**src/conv3x3_fixed_kernel_stream_top_macros.svh**
```systemverilog
// assertion macros shared by the 3x3 convolution stream rtl
`ifndef CONV3X3_FIXED_KERNEL_STREAM_TOP_MACROS_SVH
`define CONV3X3_FIXED_KERNEL_STREAM_TOP_MACROS_SVH
`ifndef SYNTHESIS
// property must hold at every clock edge outside reset
`define CV3KS_ASSERT(lbl, clk, rst_n, prop) \
  lbl: assert property (@(posedge clk) disable iff (!rst_n) prop) \
    else $error("cv3ks: property violated");
// condition must never be seen at a clock edge outside reset
`define CV3KS_NEVER(lbl, clk, rst_n, cond) \
  lbl: assert property (@(posedge clk) disable iff (!rst_n) !(cond)) \
    else $error("cv3ks: forbidden condition seen");
`else
`define CV3KS_ASSERT(lbl, clk, rst_n, prop)
`define CV3KS_NEVER(lbl, clk, rst_n, cond)
`endif
`endif

```
**src/cv3ks_pkg.sv**
```systemverilog
// types, constants and weight function of the 3x3 convolution stream
package cv3ks_pkg;

  // image geometry
  localparam int MaxWidth = 64;
  localparam int MinWidth = 3;
  localparam int ColW     = $clog2(MaxWidth);
  localparam int LwW      = 7;
  localparam int LwReset  = 64;
  localparam int CmpW     = (ColW + 1 > LwW) ? ColW + 1 : LwW;

  // row counter saturates once two rows are buffered
  localparam int RowCntW = 2;
  localparam int RowFull = 2;

  // kernel
  localparam int PixW          = 8;
  localparam int Taps          = 3;
  localparam int TapW          = 2;
  localparam int WeightBase    = 11;
  localparam int WeightColStep = 3;

  // output queue
  localparam int FifoDepth = 4;
  localparam int FifoPtrW  = $clog2(FifoDepth);
  localparam int FifoCntW  = FifoPtrW + 1;
  localparam int CreditW   = FifoCntW + 1;

  typedef logic [PixW-1:0] pix_t;

  // one window column: index 0 oldest row, index Taps-1 current row
  typedef pix_t [Taps-1:0] pix_col_t;

  // line store word: two rows above the current one at one column
  typedef struct packed {
    pix_t top;
    pix_t mid;
  } line_word_t;

  typedef struct packed {
    pix_t pixel_out;
    logic row_last;
  } res_t;

  // kernel weight for column offset tap and row offset row
  function automatic pix_t tap_weight(logic [TapW-1:0] tap, logic [TapW-1:0] row);
    return PixW'(WeightBase + WeightColStep * int'(tap) + int'(row));
  endfunction

endpackage

```
**src/cv3ks_if.sv**
```systemverilog
// valid/ready channel interfaces of the 3x3 convolution stream

// input pixel channel
interface cv3ks_pix_if;
  import cv3ks_pkg::*;
  logic            valid;
  logic            ready;
  logic [PixW-1:0] pixel_in;
  logic            frame_start;
  modport source (output valid, pixel_in, frame_start, input ready);
  modport sink (input valid, pixel_in, frame_start, output ready);
endinterface

// result channel
interface cv3ks_res_if;
  import cv3ks_pkg::*;
  logic            valid;
  logic            ready;
  logic [PixW-1:0] pixel_out;
  logic            row_last;
  modport source (output valid, pixel_out, row_last, input ready);
  modport sink (input valid, pixel_out, row_last, output ready);
endinterface

// line width register write channel
interface cv3ks_cfg_if;
  import cv3ks_pkg::*;
  logic           valid;
  logic           ready;
  logic [LwW-1:0] line_width;
  modport source (output valid, line_width, input ready);
  modport sink (input valid, line_width, output ready);
endinterface

```
**src/cv3ks_line_mem.sv**
```systemverilog
// line store memory: two previous rows per column, registered read
module cv3ks_line_mem (
  input  logic                   clk_i,
  input  logic                   rd_en_i,
  input  logic [cv3ks_pkg::ColW-1:0] rd_addr_i,
  output cv3ks_pkg::line_word_t  rd_data_o,
  input  logic                   wr_en_i,
  input  logic [cv3ks_pkg::ColW-1:0] wr_addr_i,
  input  cv3ks_pkg::line_word_t  wr_data_i
);
  import cv3ks_pkg::*;

  line_word_t mem_q [MaxWidth];
  line_word_t rd_data_q;

  // write port
  always_ff @(posedge clk_i) begin
    if (wr_en_i) begin
      mem_q[wr_addr_i] <= wr_data_i;
    end
  end

  // read port, old data on a same-address write
  always_ff @(posedge clk_i) begin
    if (rd_en_i) begin
      rd_data_q <= mem_q[rd_addr_i];
    end
  end

  assign rd_data_o = rd_data_q;

endmodule

```
**src/cv3ks_cell.sv**
```systemverilog
// one window column cell: adds its weighted column to the partial sum
module cv3ks_cell (
  input  logic                       clk_i,
  input  logic                       rst_ni,
  input  logic                       en_i,
  input  logic [cv3ks_pkg::TapW-1:0] tap_i,
  input  cv3ks_pkg::pix_col_t        col_i,
  input  cv3ks_pkg::pix_t            psum_i,
  output cv3ks_pkg::pix_t            psum_o
);
  import cv3ks_pkg::*;

  pix_t psum_d;
  pix_t psum_q;

  // weighted column sum, modulo 256
  always_comb begin
    psum_d = psum_i;
    for (int j = 0; j < Taps; j++) begin
      psum_d = psum_d + pix_t'(col_i[j] * tap_weight(tap_i, TapW'(j)));
    end
  end

  // partial sum handed to the next cell
  always_ff @(posedge clk_i or negedge rst_ni) begin
    if (!rst_ni) begin
      psum_q <= '0;
    end else if (en_i) begin
      psum_q <= psum_d;
    end
  end

  assign psum_o = psum_q;

endmodule

```
**src/cv3ks_fifo.sv**
```systemverilog
// small result queue between the cell chain and the output channel
module cv3ks_fifo (
  input  logic                           clk_i,
  input  logic                           rst_ni,
  input  logic                           push_i,
  input  cv3ks_pkg::res_t                data_i,
  input  logic                           pop_i,
  output logic                           valid_o,
  output cv3ks_pkg::res_t                data_o,
  output logic [cv3ks_pkg::FifoCntW-1:0] count_o
);
  import cv3ks_pkg::*;

  res_t                slot_q [FifoDepth];
  logic [FifoPtrW-1:0] wr_ptr_q, wr_ptr_d;
  logic [FifoPtrW-1:0] rd_ptr_q, rd_ptr_d;
  logic [FifoCntW-1:0] cnt_q, cnt_d;

  // pointer and count update
  always_comb begin
    wr_ptr_d = wr_ptr_q;
    rd_ptr_d = rd_ptr_q;
    cnt_d    = cnt_q;
    if (push_i) begin
      wr_ptr_d = (wr_ptr_q == FifoPtrW'(FifoDepth - 1)) ? '0 : wr_ptr_q + 1'b1;
    end
    if (pop_i) begin
      rd_ptr_d = (rd_ptr_q == FifoPtrW'(FifoDepth - 1)) ? '0 : rd_ptr_q + 1'b1;
    end
    if (push_i && !pop_i) begin
      cnt_d = cnt_q + 1'b1;
    end else if (!push_i && pop_i) begin
      cnt_d = cnt_q - 1'b1;
    end
  end

  always_ff @(posedge clk_i or negedge rst_ni) begin
    if (!rst_ni) begin
      wr_ptr_q <= '0;
      rd_ptr_q <= '0;
      cnt_q    <= '0;
    end else begin
      wr_ptr_q <= wr_ptr_d;
      rd_ptr_q <= rd_ptr_d;
      cnt_q    <= cnt_d;
    end
  end

  // storage
  always_ff @(posedge clk_i) begin
    if (push_i) begin
      slot_q[wr_ptr_q] <= data_i;
    end
  end

  assign valid_o = (cnt_q != '0);
  assign data_o  = slot_q[rd_ptr_q];
  assign count_o = cnt_q;

endmodule

```
**src/conv3x3_fixed_kernel_stream_top.sv**
```systemverilog
// top level of the streaming 3x3 convolution with two line buffers
// a result passes stage 1, the cell sums of stage 2 and the result queue before its transfer
// throughput: one pixel per clock when credit allows, one line store read and write per pixel
// a 4-entry result queue lets pixels keep flowing while a result waits on the output
// reset: counters clear, line width returns to 64, window sums clear
// reset leaves the line store as it is; there is no clearing pass
`include "conv3x3_fixed_kernel_stream_top_macros.svh"

module conv3x3_fixed_kernel_stream_top (
  input logic        clk_i,
  input logic        rst_ni,
  cv3ks_pix_if.sink   pix_i,
  cv3ks_res_if.source res_o,
  cv3ks_cfg_if.sink   cfg_i
);
  import cv3ks_pkg::*;

  // configuration and position state
  logic [LwW-1:0]     line_width_q;
  logic [ColW-1:0]    col_q, col_d;
  logic [RowCntW-1:0] row_q, row_d;

  // stage 0 decode
  logic               accept;
  logic [ColW-1:0]    cur_col;
  logic [RowCntW-1:0] cur_row;
  logic [CmpW-1:0]    lw_ext;
  logic [CmpW-1:0]    w_eff;
  logic [CmpW-1:0]    col_inc;
  logic               last;
  logic               win;

  // stage 1
  logic               s1_valid_q;
  logic               s1_win_q;
  logic               s1_last_q;
  logic [ColW-1:0]    s1_col_q;
  pix_t               s1_px_q;
  line_word_t         rd_word;
  line_word_t         line_word;
  line_word_t         wr_word;
  pix_col_t           fresh_col;

  // forward path for a write that meets a read of the same column
  logic               fwd_v_q;
  logic [ColW-1:0]    fwd_addr_q;
  line_word_t         fwd_word_q;

  // stage 2
  logic               s2_valid_q;
  logic               s2_emit_q;
  logic               s2_last_q;

  // cell chain partial sums
  pix_t               psum [Taps+1];

  // output queue
  logic               fifo_push;
  res_t               fifo_din;
  logic               fifo_pop;
  logic               fifo_valid;
  res_t               fifo_dout;
  logic [FifoCntW-1:0] fifo_count;
  logic [CreditW-1:0] credit_used;

  // line width register
  assign cfg_i.ready = 1'b1;

  always_ff @(posedge clk_i or negedge rst_ni) begin
    if (!rst_ni) begin
      line_width_q <= LwW'(LwReset);
    end else if (cfg_i.valid && cfg_i.ready) begin
      line_width_q <= cfg_i.line_width;
    end
  end

  // input flow control counts every item still in the chain
  assign credit_used = CreditW'(fifo_count) + CreditW'(s1_valid_q) + CreditW'(s2_valid_q);
  assign pix_i.ready = (credit_used < CreditW'(FifoDepth));
  assign accept      = pix_i.valid && pix_i.ready;

  // column and row tracking
  always_comb begin
    cur_col = pix_i.frame_start ? '0 : col_q;
    cur_row = pix_i.frame_start ? '0 : row_q;
    lw_ext  = CmpW'(line_width_q);
    if (lw_ext < CmpW'(MinWidth)) begin
      w_eff = CmpW'(MinWidth);
    end else if (lw_ext > CmpW'(MaxWidth)) begin
      w_eff = CmpW'(MaxWidth);
    end else begin
      w_eff = lw_ext;
    end
    col_inc = CmpW'(cur_col) + 1'b1;
    last    = (col_inc >= w_eff);
    win     = (cur_row == RowCntW'(RowFull)) && (cur_col >= ColW'(Taps - 1));
    col_d   = col_q;
    row_d   = row_q;
    if (accept) begin
      col_d = last ? '0 : ColW'(col_inc);
      row_d = (last && (cur_row != RowCntW'(RowFull))) ? cur_row + 1'b1 : cur_row;
    end
  end

  always_ff @(posedge clk_i or negedge rst_ni) begin
    if (!rst_ni) begin
      col_q <= '0;
      row_q <= '0;
    end else begin
      col_q <= col_d;
      row_q <= row_d;
    end
  end

  // line store, read at transfer and written back in the cycle after
  cv3ks_line_mem u_line_mem (
    .clk_i     (clk_i),
    .rd_en_i   (accept),
    .rd_addr_i (cur_col),
    .rd_data_o (rd_word),
    .wr_en_i   (s1_valid_q),
    .wr_addr_i (s1_col_q),
    .wr_data_i (wr_word)
  );

  // stage 1 control
  always_ff @(posedge clk_i or negedge rst_ni) begin
    if (!rst_ni) begin
      s1_valid_q <= 1'b0;
      fwd_v_q    <= 1'b0;
    end else begin
      s1_valid_q <= accept;
      fwd_v_q    <= s1_valid_q && accept;
    end
  end

  // stage 1 payload and forward data
  always_ff @(posedge clk_i) begin
    if (accept) begin
      s1_win_q  <= win;
      s1_last_q <= last;
      s1_col_q  <= cur_col;
      s1_px_q   <= pix_i.pixel_in;
    end
    fwd_addr_q <= s1_col_q;
    fwd_word_q <= wr_word;
  end

  // fresh column and line store update
  always_comb begin
    line_word = (fwd_v_q && (fwd_addr_q == s1_col_q)) ? fwd_word_q : rd_word;
    wr_word.top = line_word.mid;
    wr_word.mid = s1_px_q;
    fresh_col[0] = line_word.top;
    fresh_col[1] = line_word.mid;
    fresh_col[2] = s1_px_q;
  end

  // chain of column cells, oldest column first
  assign psum[0] = '0;

  for (genvar g = 0; g < Taps; g++) begin : g_cell
    cv3ks_cell u_cell (
      .clk_i  (clk_i),
      .rst_ni (rst_ni),
      .en_i   (s1_valid_q),
      .tap_i  (TapW'(g)),
      .col_i  (fresh_col),
      .psum_i (psum[g]),
      .psum_o (psum[g+1])
    );
  end

  // stage 2 control
  always_ff @(posedge clk_i or negedge rst_ni) begin
    if (!rst_ni) begin
      s2_valid_q <= 1'b0;
      s2_emit_q  <= 1'b0;
    end else begin
      s2_valid_q <= s1_valid_q;
      s2_emit_q  <= s1_valid_q && s1_win_q;
    end
  end

  always_ff @(posedge clk_i) begin
    if (s1_valid_q) begin
      s2_last_q <= s1_last_q;
    end
  end

  // result queue and output channel
  assign fifo_push          = s2_valid_q && s2_emit_q;
  assign fifo_din.pixel_out = psum[Taps];
  assign fifo_din.row_last  = s2_last_q;
  assign fifo_pop           = res_o.valid && res_o.ready;

  cv3ks_fifo u_fifo (
    .clk_i   (clk_i),
    .rst_ni  (rst_ni),
    .push_i  (fifo_push),
    .data_i  (fifo_din),
    .pop_i   (fifo_pop),
    .valid_o (fifo_valid),
    .data_o  (fifo_dout),
    .count_o (fifo_count)
  );

  assign res_o.valid     = fifo_valid;
  assign res_o.pixel_out = fifo_dout.pixel_out;
  assign res_o.row_last  = fifo_dout.row_last;

  // checks
  `CV3KS_NEVER(a_fifo_no_overflow, clk_i, rst_ni, fifo_push && (fifo_count == FifoCntW'(FifoDepth)))
  `CV3KS_NEVER(a_credit_bound, clk_i, rst_ni, credit_used > CreditW'(FifoDepth))
  `CV3KS_ASSERT(a_fwd_needs_s1, clk_i, rst_ni, fwd_v_q |-> s1_valid_q)
  `CV3KS_ASSERT(a_emit_after_window, clk_i, rst_ni, s2_emit_q |-> $past(s1_win_q))

endmodule
```
**src/flat_wrapper.sv**
```systemverilog
// flat-port wrapper written by rule: the top's interface ports become plain ports
module conv3x3_fixed_kernel_stream_top_flat import cv3ks_pkg::*;
  (clk_i, rst_ni, pix_i_valid, pix_i_pixel_in, pix_i_frame_start, pix_i_ready, res_o_valid, res_o_pixel_out, res_o_row_last, res_o_ready, cfg_i_valid, cfg_i_line_width, cfg_i_ready);
  cv3ks_pix_if pix_i_i ();
  cv3ks_res_if res_o_i ();
  cv3ks_cfg_if cfg_i_i ();
  input logic clk_i;
  input logic rst_ni;
  input wire logic [$bits(pix_i_i.valid)-1:0] pix_i_valid;
  input wire logic [$bits(pix_i_i.pixel_in)-1:0] pix_i_pixel_in;
  input wire logic [$bits(pix_i_i.frame_start)-1:0] pix_i_frame_start;
  output wire logic [$bits(pix_i_i.ready)-1:0] pix_i_ready;
  output wire logic [$bits(res_o_i.valid)-1:0] res_o_valid;
  output wire logic [$bits(res_o_i.pixel_out)-1:0] res_o_pixel_out;
  output wire logic [$bits(res_o_i.row_last)-1:0] res_o_row_last;
  input wire logic [$bits(res_o_i.ready)-1:0] res_o_ready;
  input wire logic [$bits(cfg_i_i.valid)-1:0] cfg_i_valid;
  input wire logic [$bits(cfg_i_i.line_width)-1:0] cfg_i_line_width;
  output wire logic [$bits(cfg_i_i.ready)-1:0] cfg_i_ready;
  assign pix_i_i.valid = pix_i_valid;
  assign pix_i_i.pixel_in = pix_i_pixel_in;
  assign pix_i_i.frame_start = pix_i_frame_start;
  assign pix_i_ready = pix_i_i.ready;
  assign res_o_valid = res_o_i.valid;
  assign res_o_pixel_out = res_o_i.pixel_out;
  assign res_o_row_last = res_o_i.row_last;
  assign res_o_i.ready = res_o_ready;
  assign cfg_i_i.valid = cfg_i_valid;
  assign cfg_i_i.line_width = cfg_i_line_width;
  assign cfg_i_ready = cfg_i_i.ready;
  conv3x3_fixed_kernel_stream_top u_core (.clk_i(clk_i), .rst_ni(rst_ni), .pix_i(pix_i_i), .res_o(res_o_i), .cfg_i(cfg_i_i));
endmodule
```
**config.mk**
```make
export PLATFORM = sky130hd
export DESIGN_NAME = conv3x3_fixed_kernel_stream_top_flat
export DESIGN_NICKNAME = d
export VERILOG_FILES = /design/src/cv3ks_pkg.sv /design/src/cv3ks_if.sv /design/src/cv3ks_line_mem.sv /design/src/cv3ks_cell.sv /design/src/cv3ks_fifo.sv /design/src/conv3x3_fixed_kernel_stream_top.sv /design/src/flat_wrapper.sv
export VERILOG_INCLUDE_DIRS = /design/src /design/src/src
export SDC_FILE = /design/constraint.sdc
export NUM_CORES = 2
export LEC_CHECK = 0
export ABC_AREA = 1
export BUFFER_PORTS_ARGS = -buffer_cell sky130_fd_sc_hd__buf_2
export CAP_MARGIN = 0
export CELL_PAD_IN_SITES_DETAIL_PLACEMENT = 0
export CELL_PAD_IN_SITES_GLOBAL_PLACEMENT = 1
export CORE_AREA = 2 2 427 217
export CTS_CLUSTER_DIAMETER = 150
export DETAILED_ROUTE_END_ITERATION = 7
export DIE_AREA = 0 0 429 219
export HOLD_SLACK_MARGIN = 0.12
export PLACE_DENSITY = 0.82
export SLEW_MARGIN = 5
export SYNTH_ARGS = -nofsm -noshare
export SYNTH_HDL_FRONTEND = slang
export SYNTH_SLANG_ARGS = --single-unit
```
**constraint.sdc**
```tcl
create_clock -name clk_i -period 14.4 [get_ports clk_i]
set_input_delay 1.44 -clock clk_i [delete_from_list [all_inputs] [get_ports clk_i]]
set_output_delay 1.44 -clock clk_i [all_outputs]
set_load 0.005 [all_outputs]
```
**Word-level counts from Yosys, hierarchy flattened**

Memory sizes are Yosys's and may differ from the RTL's. A register that Yosys moved wholly into a read port is not among the register bits.
Index checks and enable logic that the tools add are counted.

- Bits in registers: 89
- Bits in writable memories: 1060
- Output and inout bits: 12
- Logic and storage cells: 86
- Memories: 2

- $add $sub $neg: 16
- Multiply operators: 8
- $lt $le $gt $ge: 5
- Equal/unequal tests: 5
- Multiplexer cells: 15
- Reductions and logical operators: 14

Memory list:

| memory | depth | bits a word | read ports | clocked after memory_dff | wr ports | RTL line | source |
|---|---|---|---|---|---|---|---|
| u_core.u_line_mem.mem_q | 64 | 16 | 1 | 1 | 1 | cv3ks_line_mem.sv:13 | `line_word_t mem_q [MaxWidth];` |
| u_core.u_fifo.slot_q | 4 | 9 | 1 | 0 | 1 | cv3ks_fifo.sv:14 | `res_t slot_q [FifoDepth];` |

Operator list:

| cell | count |
|---|---|
| 8-bit adder | 8 |
| 8-bit by 4-bit multiplier with 8-bit output, second input constant | 3 |
| 8-bit by 5-bit multiplier with 8-bit output, second input constant | 2 |
| 16-bit two-way mux | 1 |
| 7-bit two-way mux | 2 |
| 6-bit two-way mux | 2 |
| 1-bit logical AND | 10 |
| 8-bit by 2-bit multiplier with 6-bit output, second input constant | 1 |
| 8-bit by 3-bit multiplier with 7-bit output, second input constant | 1 |
| 8-bit by 4-bit multiplier with 7-bit output, second input constant | 1 |
| 2-bit two-way mux | 4 |
| 6-bit by 1-bit adder with 7-bit output, second input constant | 1 |
| 7-bit greater-or-equal comparator | 1 |
| 7-bit > comparator, second input constant | 1 |
| 7-bit by 2-bit < comparator with 1-bit output, second input constant | 1 |
| 2-bit by 1-bit adder with 2-bit output, second input constant | 3 |
| 2-bit == test, second input constant | 3 |
| 6-bit == test | 1 |
| 6-bit by 2-bit greater-or-equal comparator with 1-bit output, second input constant | 1 |
| 3-bit two-way mux | 2 |
| 3-bit by 1-bit adder with 4-bit output | 1 |
| 4-bit by 1-bit adder with 4-bit output | 1 |
| 4-bit by 3-bit < comparator with 1-bit output, second input constant | 1 |
| 1-bit two-way mux | 4 |
| 6 further kinds | 7 |

**Depth between registers and ports, before layout**

- Word-level depth: 7
- Depth in mapped cells: 39
- Mapped depth without buffers: 38

**Hierarchy**

From an unflattened synthesis, not the netlist that was laid out.

- Cells, all modules: 5450
- Area, all modules: 57177.3 sq um

Modules (own cells, without submodules):

| module | instances | cells each | area each (sq um) | seq. area each (sq um) |
|---|---|---|---|---|
| cv3ks_line_mem | 1 | 3517 | 42259.3 | 31230.0 |
| cv3ks_cell at u_core.g_cell[1].u_cell | 1 | 502 | 3548.4 | 200.2 |
| cv3ks_cell at u_core.g_cell[2].u_cell | 1 | 500 | 3494.6 | 200.2 |
| cv3ks_cell at u_core.g_cell[0].u_cell | 1 | 500 | 3478.3 | 200.2 |
| conv3x3_fixed_kernel_stream_top | 1 | 276 | 2542.4 | 1427.6 |
| cv3ks_fifo | 1 | 155 | 1854.3 | 1256.2 |

**Worst setup path before layout**

No wires, ideal clock.

- Kind: reg-to-reg
- Start: register u_core.s1_col_q[2]
- End: register u_core.g_cell[0].u_cell.psum_q[7]
- Arrival time: 8646 ps
- Data required time: 14283 ps
- Slack: 5637 ps
- Cell stages (with the launch flop): 31
- Path buffers: 2
- Clock period less this slack: 8763 ps
- Cells stage by stage: edfxtp_1 inv_2 nand2_1 nand2_1 nand2_2 nor2_4 nand2_4 buf_6 clkbuf_1 o21ai_0 ha_1 fa_1 fa_1 fa_1 inv_1 fa_1 inv_1 fa_1 ha_1 a21oi_1 nand2_1 nand2_1 nand2_1 a21oi_1 xor2_1 nand3b_1 nand2_1 inv_1 nand2_1 nand3_1 nand2_1

RTL lines:

| what | RTL line | source |
|---|---|---|
| start, declared | conv3x3_fixed_kernel_stream_top.sv:37 | `logic [ColW-1:0] s1_col_q;` |
| start signal, assigned | conv3x3_fixed_kernel_stream_top.sv:142 | `s1_col_q <= cur_col;` |
| end signal, assigned | cv3ks_cell.sv:29 | `psum_q <= psum_d;` |
| end, declared | cv3ks_cell.sv:14 | `pix_t psum_q;` |

==> flow_summary.ini <==
[cells_and_area]
flow.area_growth_from_synthesis_pct = 9.95
final_core_occ = 0.603
nNetsFinal = 4011
layout_cell_share_with_drive_strength_beyond_1 = 0.0916
antenna_cells_inserted = 0
filler_cell_count = 6840

[worst_setup_path]
crit_type = reg -> reg
critPathLaunchType = flip-flop
worstPathRequired_ns = 14.98
setup.worst_path.end = u_core.g_cell[0].u_cell.psum_o[7]$_DFFE_PN0P_
ff2ff_setup_slack_ns = 6.95
timing.critical_path.fanout_max = 36
critPathMostFrequentCell = nand2_1
critical_path.reg2reg.endpoint = u_core.g_cell[0].u_cell.psum_o[7]$_DFFE_PN0P_
cp_slowest_cell = o21ai_0
worstRegToRegCells = 28
startpoint = u_core.s1_col_q[2]$_DFFE_PP_
crit_arrival_ns = 8.02
crit_path_end_kind = flip-flop
worst_r2r_startpoint = u_core.s1_col_q[2]$_DFFE_PP_
max_stage_delay_on_crit_path_ns = 0.87

[floorplan]
initial_core_util = 0.549
design.portCount = 33
dieHeight_um = 219
floorplan.rows = 78
die-area_sq_um = 94000
chipWidth_um = 429
placeableCoreArea_sq_um = 90100

[sta]
slew_viol_final = 0
final_min_period_over_clock_period = 0.517
clock.fmax_mhz = 134
worstMarginPinSlew_ns = 1.11
final_hold_viol_count = 0
grt_setup_unrepaired = false
max-slew-margin-rel = 0.263
fin_hold_ws_ns = 0.420
setup_violations = 0
timing.final.crit_period_ns = 7.45
final.setup.tns_ns = 0
clock_skew_ns = 0.0294

[clock_tree]
numCtsBuffers = 101
clock_path_buffers = 3
postCtsHoldBufs = 0
cts_tree = built
post_cts_resize_count = 0
clkLatencyLatePin_ns = 0.70
cts_sinks = 1165
cts.root.buffer_cell = clkbuf_16
h_tree_depth_reported_by_cts = 3
clkSlewWorstSetupHoldPaths_ns = 0.07
post_cts_buffers = 0

[yosys]
synth.ff_latch_count = 1165
post_synth_net_total = 4012
ys.flop_type = edfxtp_1
syn-cell-area_sq_um = 49400
synth_sequential_area_ratio = 0.698
ys.warnings.count = 0
synth_enable_flop_cells = 1093
async_flop_share = 0.0429
post_synth_inst_count = 3833
synth.distinct_cells = 46
synth_area_per_cell_sq_um = 12.9

[pwr]
leakage_uw = 0.0186
p_sw_frac = 0.380
powerDensity_nw_per_um2 = 220
p_seq_frac = 0.347
design_power_total_uw = 12000
power_frac_comb = 0.422
power.internal_uw = 7410
switchingPower_uw = 4540
vdd_drop_max_uv = 311
power.clock.fraction = 0.231

[detailed_routing]
drt_iter0_drc = 3866
vias = 31500
count_of_unresolved_drc_violations_after_routing = 1
wl_per_cell_um = 24.2
drt.antenna.violating_nets = 0
route.final.wire_length_um = 124000
length_of_the_first_detailed_routing_pass_in_iterations = 8
vias_per_cell = 6.16

[placed_design]
gpl.final_weighted_congestion = 0.852
dp_hpwl_um = 68100
place.port_buffers = 31

[run]
drv_cap = 0

[run_status]
status = complete, but fails checks
violations = DRC

[grt]
vias_in_the_first_global_route = 29800
globalRouteOverflowTotal = 0
antenna_found_initial = 1
grt_max_degree = 203
grt_pass1_wl_um = 186000
global_route.usage.total = 0.263

[min_path]
min_path_type = reg -> reg
==> final cells by class <==
cell class                 count  area, sq um  share of cell area
sequential                  1165        34500               0.635
clock inverter                66          667              0.0123
clock buffer                 123         2650              0.0488
timing repair buffer         136         1010              0.0185
tap                         1200         1500              0.0276
multi-input combinational   2221        13200               0.243
inverter                     207          803              0.0148
==> metrics by stage <==
| stage | area, sq um | std cells | worst slack (ns) |
|---|---|---|---|
| finish | 54400 | 5118 | 6.95 |
| global route | 54400 | 5118 | 6.49 |
| CTS | 54400 | 5118 | 7.02 |
| detailed placement | 51000 | 4929 | 7.02 |
| global placement | 51000 | 4929 | 7.22 |
| floorplan | 49400 | 3833 | 5.64 |
==> cells in the final DEF (no fill, tap or decap), types with 92 or more instances in the layout <==
| master | netlist | final |
|---|---|---|
| nand2_1 | 193 | 191 |
| o221ai_1 | 128 | 128 |
| buf_4 | 7 | 100 |
| inv_1 | 191 | 186 |
| o211ai_1 | 128 | 128 |
| nand3_1 | 152 | 152 |
| edfxtp_1 | 1093 | 1093 |
| ha_1 | 92 | 92 |
| o21ai_0 | 567 | 566 |
| o22ai_1 | 138 | 138 |
| clkbuf_16 | 0 | 103 |
| nor2_1 | 611 | 609 |
==> synthesized netlist by cell type (21+ instances only) <==
master,n,share of area
o211ai_1,128,0.019
inv_1,191,0.015
o21ai_0,567,0.057
nand2_2,25,0.0032
clkbuf_1,181,0.014
o22ai_1,138,0.017
nand2_1,193,0.015
o221ai_1,128,0.023
nor2_1,611,0.046
dfrtp_1,49,0.025
dfxtp_1,22,0.0089
fa_1,66,0.027
buf_2,45,0.0046
edfxtp_1,1093,0.66
ha_1,92,0.023
nand3_1,152,0.015
a21oi_1,21,0.0021
==> layer usage <==
metal | track usage | vias up | share of wire
met1 | 0.393 | 15800 | 0.43
met3 | 0.0556 | 173 | 0.097
li1 | - | 14100 | -
met4 | 0.0638 | 0 | 0.022
met5 | 0 | - | 0
met2 | 0.399 | 1412 | 0.45
==> power groups by stage <==
stage | registers, uW | clock network, uW | logic, uW
6_report | 4150 | 2760 | 5040
5_1_grt | 4160 | 2930 | 5750
4_1_cts | 4150 | 2780 | 5040
3_5_place_dp | 4220 | 0 | 5000
3_3_place_gp | 4210 | 0 | 4820
2_1_floorplan | 4230 | 0 | 3690
==> sequential cells by signal (all words and copies together), names as in the netlist <==
name and cells:
u_core.fwd_word_q 16, u_core.s1_valid_q 1, u_core.fwd_v_q 1, u_core.s2_last_q 1, u_core.s2_emit_q 1, u_core.s1_last_q 1, u_core.u_line_mem.rd_data_o 16, u_core.u_fifo.slot_q 36
u_core.s1_col_q 6, u_core.fwd_addr_q 6, u_core.s2_valid_q 1, u_core.u_fifo.rd_ptr_q 2, u_core.col_q 6, u_core.u_fifo.count_o 3, u_core.g_cell.u_cell.psum_o 24, u_core.s1_win_q 1
u_core.u_line_mem.mem_q 1024, u_core.s1_px_q 8, u_core.line_width_q 7, u_core.u_fifo.wr_ptr_q 2, u_core.row_q 2
==> critical path, delay by kind of cell, from the launching register on <==
kind                       cells  cell delay [ns]
AOI/OAI and AO/OA              3             1.18
xor gates and xnor gates       1             0.24
adders and majority gates      6             2.98
buffers and inverters          5             0.91
DFF                            1             0.55
and+or+nand+nor               13             1.44
==> worst min-delay path by stage <==
| stage | start | end | slack (ns) | depth (start not counted) |
|---|---|---|---|---|
| floorplan | u_core.s1_col_q[0]$_DFFE_PP_ | u_core.fwd_addr_q[0]$_DFF_P_ | 0.35 | 0 |
| global placement | u_core.s1_last_q$_DFFE_PP_ | u_core.s2_last_q$_DFFE_PP_ | 0.41 | 0 |
| detailed placement | u_core.s1_last_q$_DFFE_PP_ | u_core.s2_last_q$_DFFE_PP_ | 0.41 | 0 |
| CTS | u_core.s1_last_q$_DFFE_PP_ | u_core.s2_last_q$_DFFE_PP_ | 0.42 | 0 |
| global route | u_core.s1_last_q$_DFFE_PP_ | u_core.s2_last_q$_DFFE_PP_ | 0.43 | 0 |
| finish | u_core.s1_last_q$_DFFE_PP_ | u_core.s2_last_q$_DFFE_PP_ | 0.42 | 0 |
==> kinds of logic (layout without fill, tap and decap cells) <==
| logic type | count (synthesis) | count (layout) | share of synthesized area |
|---|---|---|---|
| adder cells (fa/ha/maj) | 158 | 158 | 0.0500 |
| flip-flops | 1165 | 1165 | 0.698 |
| AND/OR/NAND/NOR | 1025 | 1025 | 0.0860 |
| buffers and inverters | 447 | 532 | 0.0365 |
| other | 1 | 1 | 0.0000759 |
| AO/OA/AOI/OAI | 991 | 991 | 0.120 |
| XOR/XNOR | 38 | 38 | 0.00688 |
| multiplexers | 8 | 8 | 0.00190 |
No activity file was read; power rests on OpenSTA's default activity.
